### config.mk
export PLATFORM = sky130hd
export DESIGN_NAME = dns_query_encoder
export DESIGN_NICKNAME = d
export VERILOG_FILES = /design/src/design/dqe_pkg.sv /design/src/design/dqe_ram.sv /design/src/design/dqe_packer.sv /design/src/design/dqe_seq.sv /design/src/design/dns_query_encoder.sv
export SDC_FILE = /design/constraint.sdc
export NUM_CORES = 2
export LEC_CHECK = 0
export ABC_AREA = 1
export BUFFER_PORTS_ARGS = -buffer_cell sky130_fd_sc_hd__buf_4
export CAP_MARGIN = 15
export CORE_MARGIN = 2
export CORE_UTILIZATION = 43
export CTS_CLUSTER_DIAMETER = 120
export DETAILED_ROUTE_END_ITERATION = 16
export PLACE_DENSITY = 0.58
export SLEW_MARGIN = 20
export SYNTH_ARGS = -nofsm -noshare
export SYNTH_HDL_FRONTEND = slang
export SYNTH_SLANG_ARGS = --single-unit
export TNS_END_PERCENT = 10
### constraint.sdc
create_clock -name clk -period 4 [get_ports clk]
set_clock_uncertainty 0.1 [all_clocks]
set_input_delay 1 -clock clk [delete_from_list [all_inputs] [get_ports clk]]
set_output_delay 1 -clock clk [all_outputs]
set_load 0.05 [all_outputs]
### src/design/dqe_pkg.sv
`timescale 1ns / 1ps
// ----------------------------------------------------------------------------
// DNS query encoder package
// Shared types and constants of the DNS query message builder.
// ----------------------------------------------------------------------------
package dqe_pkg;

  // Bytes packed into one result, first byte in the lowest bits.
  localparam int unsigned BYTES_PER_RESULT = 8;
  localparam logic [3:0]  RESULT_FULL      = 4'(BYTES_PER_RESULT);

  // Character that separates labels.
  localparam logic [7:0] DOT_CHAR = 8'h2E;

  // Fixed message bytes.
  localparam logic [7:0] ZERO_BYTE   = 8'h00;
  localparam logic [7:0] FLAG_RD     = 8'h01;
  localparam logic [7:0] QDCOUNT_LO  = 8'h01;
  localparam logic [7:0] CLASS_IN_LO = 8'h01;

  // Byte positions within the header and the trailer.
  localparam logic [3:0] HDR_ID_HI   = 4'd0;
  localparam logic [3:0] HDR_ID_LO   = 4'd1;
  localparam logic [3:0] HDR_FLAGS   = 4'd2;
  localparam logic [3:0] HDR_QDCOUNT = 4'd5;
  localparam logic [3:0] HDR_LAST    = 4'd11;
  localparam logic [3:0] TAIL_TYPE_HI = 4'd1;
  localparam logic [3:0] TAIL_TYPE_LO = 4'd2;
  localparam logic [3:0] TAIL_LAST    = 4'd4;

  // One byte offered by the sequencer to the packer.
  typedef struct packed {
    logic       valid;
    logic [7:0] data;
    logic       last;  // last byte of the request's output
    logic       eom;   // request closes a message
    logic       err;   // error result instead of a byte
  } push_t;

endpackage

### src/design/dqe_ram.sv
`timescale 1ns / 1ps
// ----------------------------------------------------------------------------
// Generic RAM
// One write port and one read port with registered read data.
// ----------------------------------------------------------------------------
module dqe_ram #(
  parameter int unsigned WIDTH = 8,
  parameter int unsigned DEPTH = 128,
  parameter int unsigned AW    = $clog2(DEPTH)
) (
  input  logic             clk,
  input  logic             we,
  input  logic [AW-1:0]    waddr,
  input  logic [WIDTH-1:0] wdata,
  input  logic [AW-1:0]    raddr,
  output logic [WIDTH-1:0] rdata
);

  logic [WIDTH-1:0] mem [DEPTH];

  always_ff @(posedge clk) begin
    if (we) begin
      mem[waddr] <= wdata;
    end
    rdata <= mem[raddr];
  end

endmodule

### src/design/dqe_packer.sv
`timescale 1ns / 1ps
// ----------------------------------------------------------------------------
// DNS query encoder byte packer
// Gathers bytes into result words and holds the result output register.
// ----------------------------------------------------------------------------
module dqe_packer (
  input  logic               clk,
  input  logic               rst,
  input  dqe_pkg::push_t     push,
  output logic               push_ready,
  output logic               out_valid,
  input  logic               out_stall,
  output logic [63:0]        data_bytes,
  output logic [3:0]         byte_count,
  output logic               status,
  output logic               end_of_message
);
  import dqe_pkg::*;

  logic [63:0] acc;
  logic [2:0]  cnt;
  logic [63:0] acc_ins;
  logic [3:0]  cnt_inc;
  logic        complete;
  logic        take;
  logic        load;

  assign take       = out_valid && !out_stall;
  assign push_ready = !out_valid || !out_stall;
  assign load       = push.valid && push_ready && (push.err || complete);

  always_comb begin
    acc_ins = acc;
    acc_ins[cnt*8 +: 8] = push.data;
    cnt_inc  = {1'b0, cnt} + 4'd1;
    complete = push.last || (cnt_inc == RESULT_FULL);
  end

  always_ff @(posedge clk) begin
    if (rst) begin
      out_valid <= 1'b0;
      acc       <= '0;
      cnt       <= '0;
    end else begin
      // A new result replaces the one being taken in the same cycle.
      if (load) begin
        out_valid <= 1'b1;
      end else if (take) begin
        out_valid <= 1'b0;
      end
      if (push.valid && push_ready) begin
        if (push.err) begin
          data_bytes     <= '0;
          byte_count     <= '0;
          status         <= 1'b1;
          end_of_message <= 1'b1;
        end else if (complete) begin
          data_bytes     <= acc_ins;
          byte_count     <= cnt_inc;
          status         <= 1'b0;
          end_of_message <= push.last && push.eom;
          acc            <= '0;
          cnt            <= '0;
        end else begin
          acc <= acc_ins;
          cnt <= cnt_inc[2:0];
        end
      end
    end
  end

endmodule

### src/design/dqe_seq.sv
`timescale 1ns / 1ps
// ----------------------------------------------------------------------------
// DNS query encoder sequencer
// Decodes each character, buffers labels and steps through message bytes.
// ----------------------------------------------------------------------------
module dqe_seq #(
  parameter int unsigned LABEL_LIMIT = 128
) (
  input  logic           clk,
  input  logic           rst,
  input  logic           in_valid,
  input  logic [7:0]     name_char,
  input  logic           final_char,
  input  logic [15:0]    query_id,
  input  logic [15:0]    query_type,
  output logic           busy,
  input  logic           push_ready,
  output dqe_pkg::push_t push
);
  import dqe_pkg::*;

  localparam int unsigned LW = $clog2(LABEL_LIMIT);

  typedef enum logic [2:0] {
    S_IDLE,
    S_HDR,
    S_LABLEN,
    S_LABEL,
    S_TAIL,
    S_ERR
  } state_t;

  state_t        state;
  logic [3:0]    idx;
  logic [LW-1:0] lidx;
  logic [LW-1:0] emit_len;
  logic [LW-1:0] label_length;
  logic          inside_name;
  logic          skipping;
  logic          do_label;
  logic          do_tail;
  logic          do_err;
  logic [15:0]   qid;
  logic [15:0]   qtype;

  logic          accept;
  logic          is_dot;
  logic [LW-1:0] len_eff;
  logic [LW:0]   len_ext;
  logic          bad;
  logic          store;
  logic          emit_label;
  logic          adv;
  logic [LW-1:0] raddr;
  logic [7:0]    rdata;

  assign busy   = (state != S_IDLE);
  assign accept = in_valid && (state == S_IDLE);
  assign adv    = push.valid && push_ready;

  always_comb begin
    is_dot     = (name_char == DOT_CHAR);
    len_eff    = inside_name ? label_length : '0;
    len_ext    = {1'b0, len_eff} + 1'b1;
    bad        = is_dot ? (len_eff == '0) : (len_ext >= (LW+1)'(LABEL_LIMIT));
    store      = accept && !skipping && !is_dot && !bad;
    emit_label = !bad && (is_dot || final_char);
  end

  // Label bytes are read one ahead so that the data is ready when needed.
  always_comb begin
    if (state == S_LABEL) begin
      raddr = adv ? lidx + 1'b1 : lidx;
    end else begin
      raddr = '0;
    end
  end

  dqe_ram #(
    .WIDTH (8),
    .DEPTH (LABEL_LIMIT)
  ) u_label_ram (
    .clk   (clk),
    .we    (store),
    .waddr (len_eff),
    .wdata (name_char),
    .raddr (raddr),
    .rdata (rdata)
  );

  always_comb begin
    push       = '0;
    push.valid = busy;
    push.eom   = (state == S_TAIL);
    unique case (state)
      S_HDR: begin
        unique case (idx)
          HDR_ID_HI:   push.data = qid[15:8];
          HDR_ID_LO:   push.data = qid[7:0];
          HDR_FLAGS:   push.data = FLAG_RD;
          HDR_QDCOUNT: push.data = QDCOUNT_LO;
          default:     push.data = ZERO_BYTE;
        endcase
        push.last = (idx == HDR_LAST) && !do_label;
      end
      S_LABLEN: begin
        push.data = 8'(emit_len);
      end
      S_LABEL: begin
        push.data = rdata;
        push.last = (lidx == emit_len - 1'b1) && !do_tail;
      end
      S_TAIL: begin
        unique case (idx)
          TAIL_TYPE_HI: push.data = qtype[15:8];
          TAIL_TYPE_LO: push.data = qtype[7:0];
          TAIL_LAST:    push.data = CLASS_IN_LO;
          default:      push.data = ZERO_BYTE;
        endcase
        push.last = (idx == TAIL_LAST);
      end
      S_ERR: begin
        push.err = 1'b1;
      end
      default: begin
        push.valid = 1'b0;
      end
    endcase
  end

  always_ff @(posedge clk) begin
    if (rst) begin
      state        <= S_IDLE;
      label_length <= '0;
      inside_name  <= 1'b0;
      skipping     <= 1'b0;
    end else begin
      unique case (state)
        S_IDLE: begin
          if (accept) begin
            if (skipping) begin
              if (final_char) begin
                skipping     <= 1'b0;
                inside_name  <= 1'b0;
                label_length <= '0;
              end
            end else begin
              qid      <= query_id;
              qtype    <= query_type;
              idx      <= '0;
              lidx     <= '0;
              emit_len <= is_dot ? len_eff : len_ext[LW-1:0];
              do_label <= emit_label;
              do_tail  <= final_char && !bad;
              do_err   <= bad;
              if (bad) begin
                label_length <= '0;
                inside_name  <= 1'b0;
                skipping     <= !final_char;
              end else if (final_char || is_dot) begin
                label_length <= '0;
                inside_name  <= !final_char;
              end else begin
                label_length <= len_ext[LW-1:0];
                inside_name  <= 1'b1;
              end
              if (!inside_name) begin
                state <= S_HDR;
              end else if (emit_label) begin
                state <= S_LABLEN;
              end else if (bad) begin
                state <= S_ERR;
              end
            end
          end
        end
        S_HDR: begin
          if (adv) begin
            if (idx == HDR_LAST) begin
              idx <= '0;
              if (do_label) begin
                state <= S_LABLEN;
              end else if (do_err) begin
                state <= S_ERR;
              end else begin
                state <= S_IDLE;
              end
            end else begin
              idx <= idx + 4'd1;
            end
          end
        end
        S_LABLEN: begin
          if (adv) begin
            state <= S_LABEL;
          end
        end
        S_LABEL: begin
          if (adv) begin
            lidx <= lidx + 1'b1;
            if (lidx == emit_len - 1'b1) begin
              state <= do_tail ? S_TAIL : S_IDLE;
            end
          end
        end
        S_TAIL: begin
          if (adv) begin
            idx <= idx + 4'd1;
            if (idx == TAIL_LAST) begin
              state <= S_IDLE;
            end
          end
        end
        S_ERR: begin
          if (adv) begin
            state <= S_IDLE;
          end
        end
        default: begin
          state <= S_IDLE;
        end
      endcase
    end
  end

endmodule

### src/design/dns_query_encoder.sv
`timescale 1ns / 1ps
// ----------------------------------------------------------------------------
// DNS query encoder
// Builds a DNS query message from a domain name given one character a request.
// ----------------------------------------------------------------------------
// The block takes one character of a domain name per request and produces the
// DNS query message as results of up to eight bytes, first byte in the lowest
// bits. A single sequencer steps through the message one byte per clock unless
// the output is held, and a packer gathers the bytes into result words, so the
// work of a request is set by the bytes it produces: a plain label character
// produces none, the first character of a name adds the twelve header bytes,
// a dot or final character adds the length byte plus the label bytes, a final
// character adds five more for the closing zero, the type and the class, and
// an error adds an error result. While the sequencer is working, in_stall is
// high; a held output stalls the sequencer rather than losing bytes. Labels
// are held in a RAM of LABEL_LIMIT bytes, which needs no clearing after reset.
// ----------------------------------------------------------------------------
module dns_query_encoder #(
  parameter int unsigned LABEL_LIMIT = 128
) (
  input  logic        clk,
  input  logic        rst,
  input  logic        in_valid,
  output logic        in_stall,
  input  logic [7:0]  name_char,
  input  logic        final_char,
  input  logic [15:0] query_id,
  input  logic [15:0] query_type,
  output logic        out_valid,
  input  logic        out_stall,
  output logic [63:0] data_bytes,
  output logic [3:0]  byte_count,
  output logic        status,
  output logic        end_of_message
);
  import dqe_pkg::*;

  push_t push;
  logic  push_ready;
  logic  busy;

  // The sequencer refuses new requests until every byte of the current one
  // has been handed to the packer.
  assign in_stall = busy;

  dqe_seq #(
    .LABEL_LIMIT (LABEL_LIMIT)
  ) u_seq (
    .clk        (clk),
    .rst        (rst),
    .in_valid   (in_valid),
    .name_char  (name_char),
    .final_char (final_char),
    .query_id   (query_id),
    .query_type (query_type),
    .busy       (busy),
    .push_ready (push_ready),
    .push       (push)
  );

  // The packer owns the result register, so a finished result waits there
  // while the sequencer moves on to the next request.
  dqe_packer u_packer (
    .clk            (clk),
    .rst            (rst),
    .push           (push),
    .push_ready     (push_ready),
    .out_valid      (out_valid),
    .out_stall      (out_stall),
    .data_bytes     (data_bytes),
    .byte_count     (byte_count),
    .status         (status),
    .end_of_message (end_of_message)
  );

`ifndef ASSERT_OFF
  // An error result carries no bytes and closes the message.
  assert property (@(posedge clk) disable iff (rst)
    out_valid && status |-> (byte_count == 4'd0) && end_of_message && (data_bytes == 64'd0))
    else $error("error result malformed");

  // A normal result carries between one and a full word of bytes.
  assert property (@(posedge clk) disable iff (rst)
    out_valid && !status |-> (byte_count != 4'd0) && (byte_count <= RESULT_FULL))
    else $error("result byte count out of range");

  // A new result can only appear when the previous one was taken or absent.
  assert property (@(posedge clk) disable iff (rst)
    out_valid && out_stall |=> out_valid && $stable(byte_count) && $stable(status))
    else $error("held result changed");
`endif

endmodule
Word level (Yosys, flattened, before mapping)
Memories as Yosys holds them, arrays and structs flattened. A register that Yosys moved wholly into a read port is not among the register bits.
Cells that the tools add are included.
{"block": "word_totals", "mem_bits_ro": 0, "reg_bits": 203, "n_memories": 1, "latchBits": 0, "mem_bits_rw": 1024}
{"block": "classes", "mux": 59, "n_bitwise": 3, "n_shift": 2, "add_sub_neg": 6, "multipliers": 0, "div_mod_pow": 0, "n_eq_ne": 25, "reduce_logical": 42, "magnitude_cmp": 1}
{"memory": "u_seq.u_label_ram.mem", "words": 128, "width": 8, "read_ports": 1, "rd_ports_with_merged_regs": 1, "wr": 1, "line_no": "dqe_ram.sv:19", "source": "logic [WIDTH-1:0] mem [DEPTH];"}
{"op": "$mux 64", "n": 2}
{"op": "$mux 7", "n": 10}
{"op": "$bwmux 64", "n": 1}
{"op": "$shift 8x34->64 const A", "n": 1}
{"op": "$shiftx 8x34->64", "n": 1}
{"op": "$mux 3", "n": 17}
{"op": "$pmux 8 s3", "n": 2}
{"op": "$neg 6->34", "n": 1}
{"op": "$pmux 8 s4", "n": 1}
{"op": "$mux 4", "n": 6}
{"op": "$pmux 3 s6", "n": 1}
{"op": "$mux 1", "n": 16}
{"op": "$pmux 7 s2", "n": 1}
{"op": "$logic_and 1x1->1", "n": 12}
{"op": "$ne 2x1->1 const B", "n": 6}
{"op": "$pmux 4 s3", "n": 1}
{"op": "$reduce_and 11->1", "n": 1}
{"op": "$ne 2x2->1 const B", "n": 5}
{"op": "$add 7x1->8 const B", "n": 1}
{"op": "$eq 4x3->1 const B", "n": 2}
{"op": "$eq 4x4->1 const B", "n": 2}
{"op": "$eq 8x6->1 const B", "n": 1}
{"op": "$ge 8x8->1 const B", "n": 1}
{"op": "$logic_not 1->1", "n": 8}
{"op": "other kinds (25)", "n": 38}

Logic depth before layout (Yosys ltp)
{"block": "depth", "depth_word": 11, "mapped_depth": 19, "ltp_nobuf": 17}

By module
Synthesis repeated with hierarchy kept, for this count alone.
{"block": "hier_totals", "cells_unflattened": 4733, "area_unflattened_um2": 51946.1}
{"mod": "dqe_ram", "area_per_inst_um2": 42104.1, "cells_each": 3575, "instances": 1, "seq_area_each_um2": 30909.6}
{"mod": "dqe_packer", "area_per_inst_um2": 6110.9, "cells_each": 723, "instances": 1, "seq_area_each_um2": 3463.3}
{"mod": "dqe_seq", "area_per_inst_um2": 3731.1, "cells_each": 435, "instances": 1, "seq_area_each_um2": 1831.8}

Least setup slack after synthesis
Ideal clock, no wire load.
{"block": "synth_path", "path_type": "input to register", "from": "in in_valid", "to": "reg u_seq.do_err, enable pin", "setup_ns": 0.441, "t_arrival_ns": 3.208, "stages": 6, "slack_ns": 0.250, "path_cell_list": "inv_1 -> nor2_1 -> inv_1 -> nor2_1 -> inv_1 -> nor2_1"}
{"block": "synth_via", "elab_chain_len": 2}
{"element": "start, declared", "line_no": "dns_query_encoder.sv:23", "source": "input logic in_valid,"}
{"element": "$logic_and 1x1->1", "line_no": "dqe_seq.sv:58", "source": "assign accept = in_valid && (state == S_IDLE);"}
{"element": "$reduce_and 4->1 (no line)"}
{"element": "end signal, assigned", "line_no": "dqe_seq.sv:155", "source": "do_err <= bad;"}
{"element": "end, declared", "line_no": "dqe_seq.sv:42", "source": "logic do_err;"}
No other way between the ends.
A chain may end at the register's enable or synchronous reset.

Worst setup path after layout
{"block": "layout_path", "from": "reg u_seq.inside_name", "to": "mem u_seq.u_label_ram.mem[57][0], enable pin"}
{"block": "layout_via", "elab_chain_len": 8, "word_cells_on_any_way": 9}
{"element": "start, declared", "line_no": "dqe_seq.sv:38", "source": "logic inside_name;"}
{"element": "start signal, assigned", "line_no": "dqe_seq.sv:162", "source": "inside_name <= !final_char;"}
{"element": "$mux 7 *", "line_no": "dqe_seq.sv:63", "source": "len_eff = inside_name ? label_length : '0;"}
{"element": "$add 7x1->8", "line_no": "dqe_seq.sv:64", "source": "len_ext = {1'b0, len_eff} + 1'b1;"}
{"element": "$ge 8x8->1", "line_no": "dqe_seq.sv:65", "source": "bad = is_dot ? (len_eff == '0) : (len_ext >= (LW+1)'(LABEL_LIMIT));"}
{"element": "$mux 1", "line_no": "dqe_seq.sv:65"}
{"element": "$logic_not 1->1", "line_no": "dqe_seq.sv:66", "source": "store = accept && !skipping && !is_dot && !bad;"}
{"element": "$logic_and 1x1->1", "line_no": "dqe_seq.sv:66"}
{"element": "$mux 1", "line_no": "dqe_ram.sv:22", "source": "if (we) begin"}
{"element": "$mux 1 (implied by the code)", "line_no": "dqe_ram.sv:23", "source": "mem[waddr] <= wdata;"}
{"element": "end, declared", "line_no": "dqe_ram.sv:19"}
Mark *: on every way between the ends. The rest lies on a longest branch, timed or not.

==> summary.txt <==
Run status
  • Status: finished, final reports clean

Layout
  • # nets final: 5745
  • Area delta synth->final: 16.1%
  • Reg area: 36200 sq um
  • Share of cells above drive strength 1: 11.0%
  • # diodes: 0
  • Number of filler cells placed in the layout: 11500
  • Multi-input logic area: 14300 sq um

Placement
  • Port bufs: 116
  • Final GP Congestion: between 0.8 and 0.9
  • HPWL after detailed placement: between 90000 and 100000 um

Timing
  • Fin. Hold Viols: 0
  • Worst Tran Pin Value: 1.16 ns
  • Final period utilization: 83.8%
  • Setup tns final: 0 ns
  • Tmin final: between 3 and 4 ns
  • Final setup fails: 0
  • Slew HR: 22.9%
  • F_max: 298 MHz
  • Final Max Tran Viols: 0
  • RSZ-0062 raised after global routing: false

Hold path
  • Hold_sp: query_type[10]
  • Min-Delay Endpoint: u_seq.qtype[10]
  • Hold Crit Class: input port to flop
  • Worst hold stages: 1

Synthesis
  • Main area contributors after synthesis: edfxtp_1 (62%), nand3_1 (8.1%), nand2_1 (8.0%)
  • EDFF count, synth: 1147
  • Count leader, synth: nand2_1
  • Post-synth top area share: 62.4%
  • Post-synthesis sequential area ratio: 65.6%
  • Syn Area/Cell: between 10 and 15 sq um
  • Synthesized cell area: 55200 sq um
  • #FFs+latches synth: 1235
  • Mapped Cells: ~5500
  • Fraction of registers with async set or reset after synthesis: 0%
  • Area leader, netlist: edfxtp_1
  • Cell variety after synth: between 40 and 50
  • Most frequent cells after synthesis: nand2_1 (1182), edfxtp_1 (1147), nand3_1 (897)
  • Prevailing post-synth register cell: edfxtp_1
  • Ys Warns: 0

Die
  • I/O pins: 117
  • Initial Utilization: 43.3%
  • Die Ht: 362 um
  • Total core area: 128000 sq um
  • Die area: 131000 sq um
  • Die W: 362 um
  • Rows: 131

Clock tree
  • CTS Sinks: 1235
  • Clock transition at path regs: 0.06 ns
  • Resize count post-CTS: 0
  • Cts bufs inserted: approximately 140
  • H-Tree Depth: 4
  • CTS tree: done
  • Post-CTS Hold Fix Bufs: 0
  • Worst-Skew Late Latency: slightly below 0.8 ns
  • Post-CTS Setup Bufs: 0
  • Root Buffer: clkbuf_16
  • CTS max path bufs: 3

Route
  • DR WL/cell: 21.5 um
  • Iteration-0 DRC Markers: 4369
  • DRT Pass-1 Iters: 6
  • Antenna-violating nets left: 0
  • Vias: 40500
  • Routed WL: 161000 um
  • Vias per cell: around 5.4
  • Post-route DRC: 0

Worst setup path
  • Crit Path Max Fanout: 12
  • Most Frequent Cell on Critical Path: nand2_1
  • R2R cell count: 13
  • R2R Setup Slk: 0.65 ns
  • CP required: between 4 and 5 ns
  • Reg-to-Reg End: u_seq.u_label_ram.mem[57][0]
  • WP data arrival: about 3.7 ns
  • Worst path cell trace: nand2_1 -> nand2_1 -> inv_1 -> nand2_1 -> buf_4 -> nor2_1 -> nand2_1 -> nand2_1 -> nor3_4 -> nand4_1 -> buf_4 -> nor2_1 -> buf_4
  • CP Capture Type: flop
  • Slowest CP cell: dfxtp_1
  • Startpoint Class: flop
  • R2R Path Start: u_seq.inside_name
  • Critical Path Max Stage Delay: 0.58 ns
  • Crit Path Class: flop to flop

Power and ir drop
  • PD cells: about 500 nW/um^2
  • P_leak: 26.2 nW
  • Pwr Total: 0.0327 W
  • Max IR drop VDD: 0.439 mV

GRT
  • Grt ovf: 0
  • Largest net degree at the start of global routing: 142
  • Antenna violations before repair: 3
  • Global-route wire length before repair: around 240000 um
  • GRT Total Usage: 24.3%
  • Number of global-route vias before repair: 38700

Flow run
  • Number of max-cap violations: 0
metal layers:
| metal | up-vias | part of all wire, % | GRT usage [%] |
|---|---|---|---|
| met1 | 19600 | 43 | 33.7 |
| met3 | 293 | 7.5 | 3.87 |
| met2 | 1663 | 47 | 38.8 |
| met5 | - | 0.0081 | 0 |
| li1 | 18900 | - | - |
| met4 | 2 | 3.2 | 8.76 |
flip-flops by register name, indices dropped and copies added, names as in the netlist, 3 cells and up:
register and count:
u_seq.emit_len 7, u_packer.byte_count 4, u_seq.label_length 7, u_packer.data_bytes 64, u_seq.u_label_ram.rdata 8, u_packer.acc 64, u_seq.lidx 7, u_seq.qid 16
u_seq.idx 4, u_packer.cnt 3, u_seq.u_label_ram.mem 1024, u_seq.state 3, u_seq.qtype 16
power by group:
group	internal (W)	switching (W)	leakage, nW
logic	0.00145	0.00431	12.9
clock network	0.00725	0.00512	2.14
registers	0.0144	0.000212	11.1
cells by family after synthesis:
kind of cell	Yosys count	share of synthesized area, %
AO/OA/AOI/OAI	224	2.16
XOR/XNOR	14	0.222
adder cells (fa/ha/maj)	14	0.317
buffers and inverters	1213	8.66
flip-flops	1235	65.6
multiplexers	16	0.290
other	1	0.00679
AND/OR/NAND/NOR	2757	22.8
final cells by class:
cell class                 count  area share (%)
clock buffer                 193            6.02
sequential                  1235            56.5
inverter                     865            5.09
clock inverter                59           0.836
timing repair buffer         414            5.91
multi-input combinational   3033            22.4
tap                         1662            3.25
worst max-delay path by stage:
stage / start / endpoint / slack (ns) / cells past startpoint
after floorplan: in_valid / u_seq.do_err / 0.25 / 6
after global routing: u_seq.inside_name / u_seq.u_label_ram.mem[57][1] / 0.50 / 13
after global placement: out_stall / u_seq.u_label_ram.rdata[2] / 0.05 / 18
final: u_seq.inside_name / u_seq.u_label_ram.mem[57][0] / 0.65 / 13
after detailed placement: out_stall / u_seq.u_label_ram.rdata[2] / 0.03 / 18
after CTS: u_seq.inside_name / u_seq.u_label_ram.mem[57][0] / 0.70 / 13
per-stage QoR:
step | area, sq um | hold WS [ns] | setup slack [ns] | utilization [%] | instances
finish | 64100 | 0.311 | 0.648 | 50.2 | 7461
global route | 64100 | 0.282 | 0.499 | 50.2 | 7461
CTS | 64100 | 0.257 | 0.696 | 50.2 | 7461
detailed placement | 59700 | 0.355 | 0.0330 | 46.8 | 7209
global placement | 59700 | 0.351 | 0.0548 | 46.8 | 7209
floorplan | 55200 | 0.345 | 0.250 | - | 5481
worst max-delay path, delay by kind of cell, from the launching register on:
family / cells / cell delay, ns
AND/OR/NAND/NOR: 9 / 1.45
flip-flops: 1 / 0.58
buffers and inverters: 4 / 0.90
cells in the final DEF (no fill, tap or decap), drive strengths merged, types with 2 or more instances in the layout:
cell type     n
nand2      1185
edfxtp     1147
nand3       900
inv         868
buf         414
nand4       341
nor2        262
clkbuf      193
o21ai       152
dfxtp        88
a21oi        46
and2         46
clkinv       45
o211ai       17
mux2i        16
nor3         15
ha           14
xor2          9
bufinv        8
conb          8
xnor2         5
nand3b        4
clkinvlp      3
nor4          2
a22oi         2
Power figures use the tool's default switching activity.
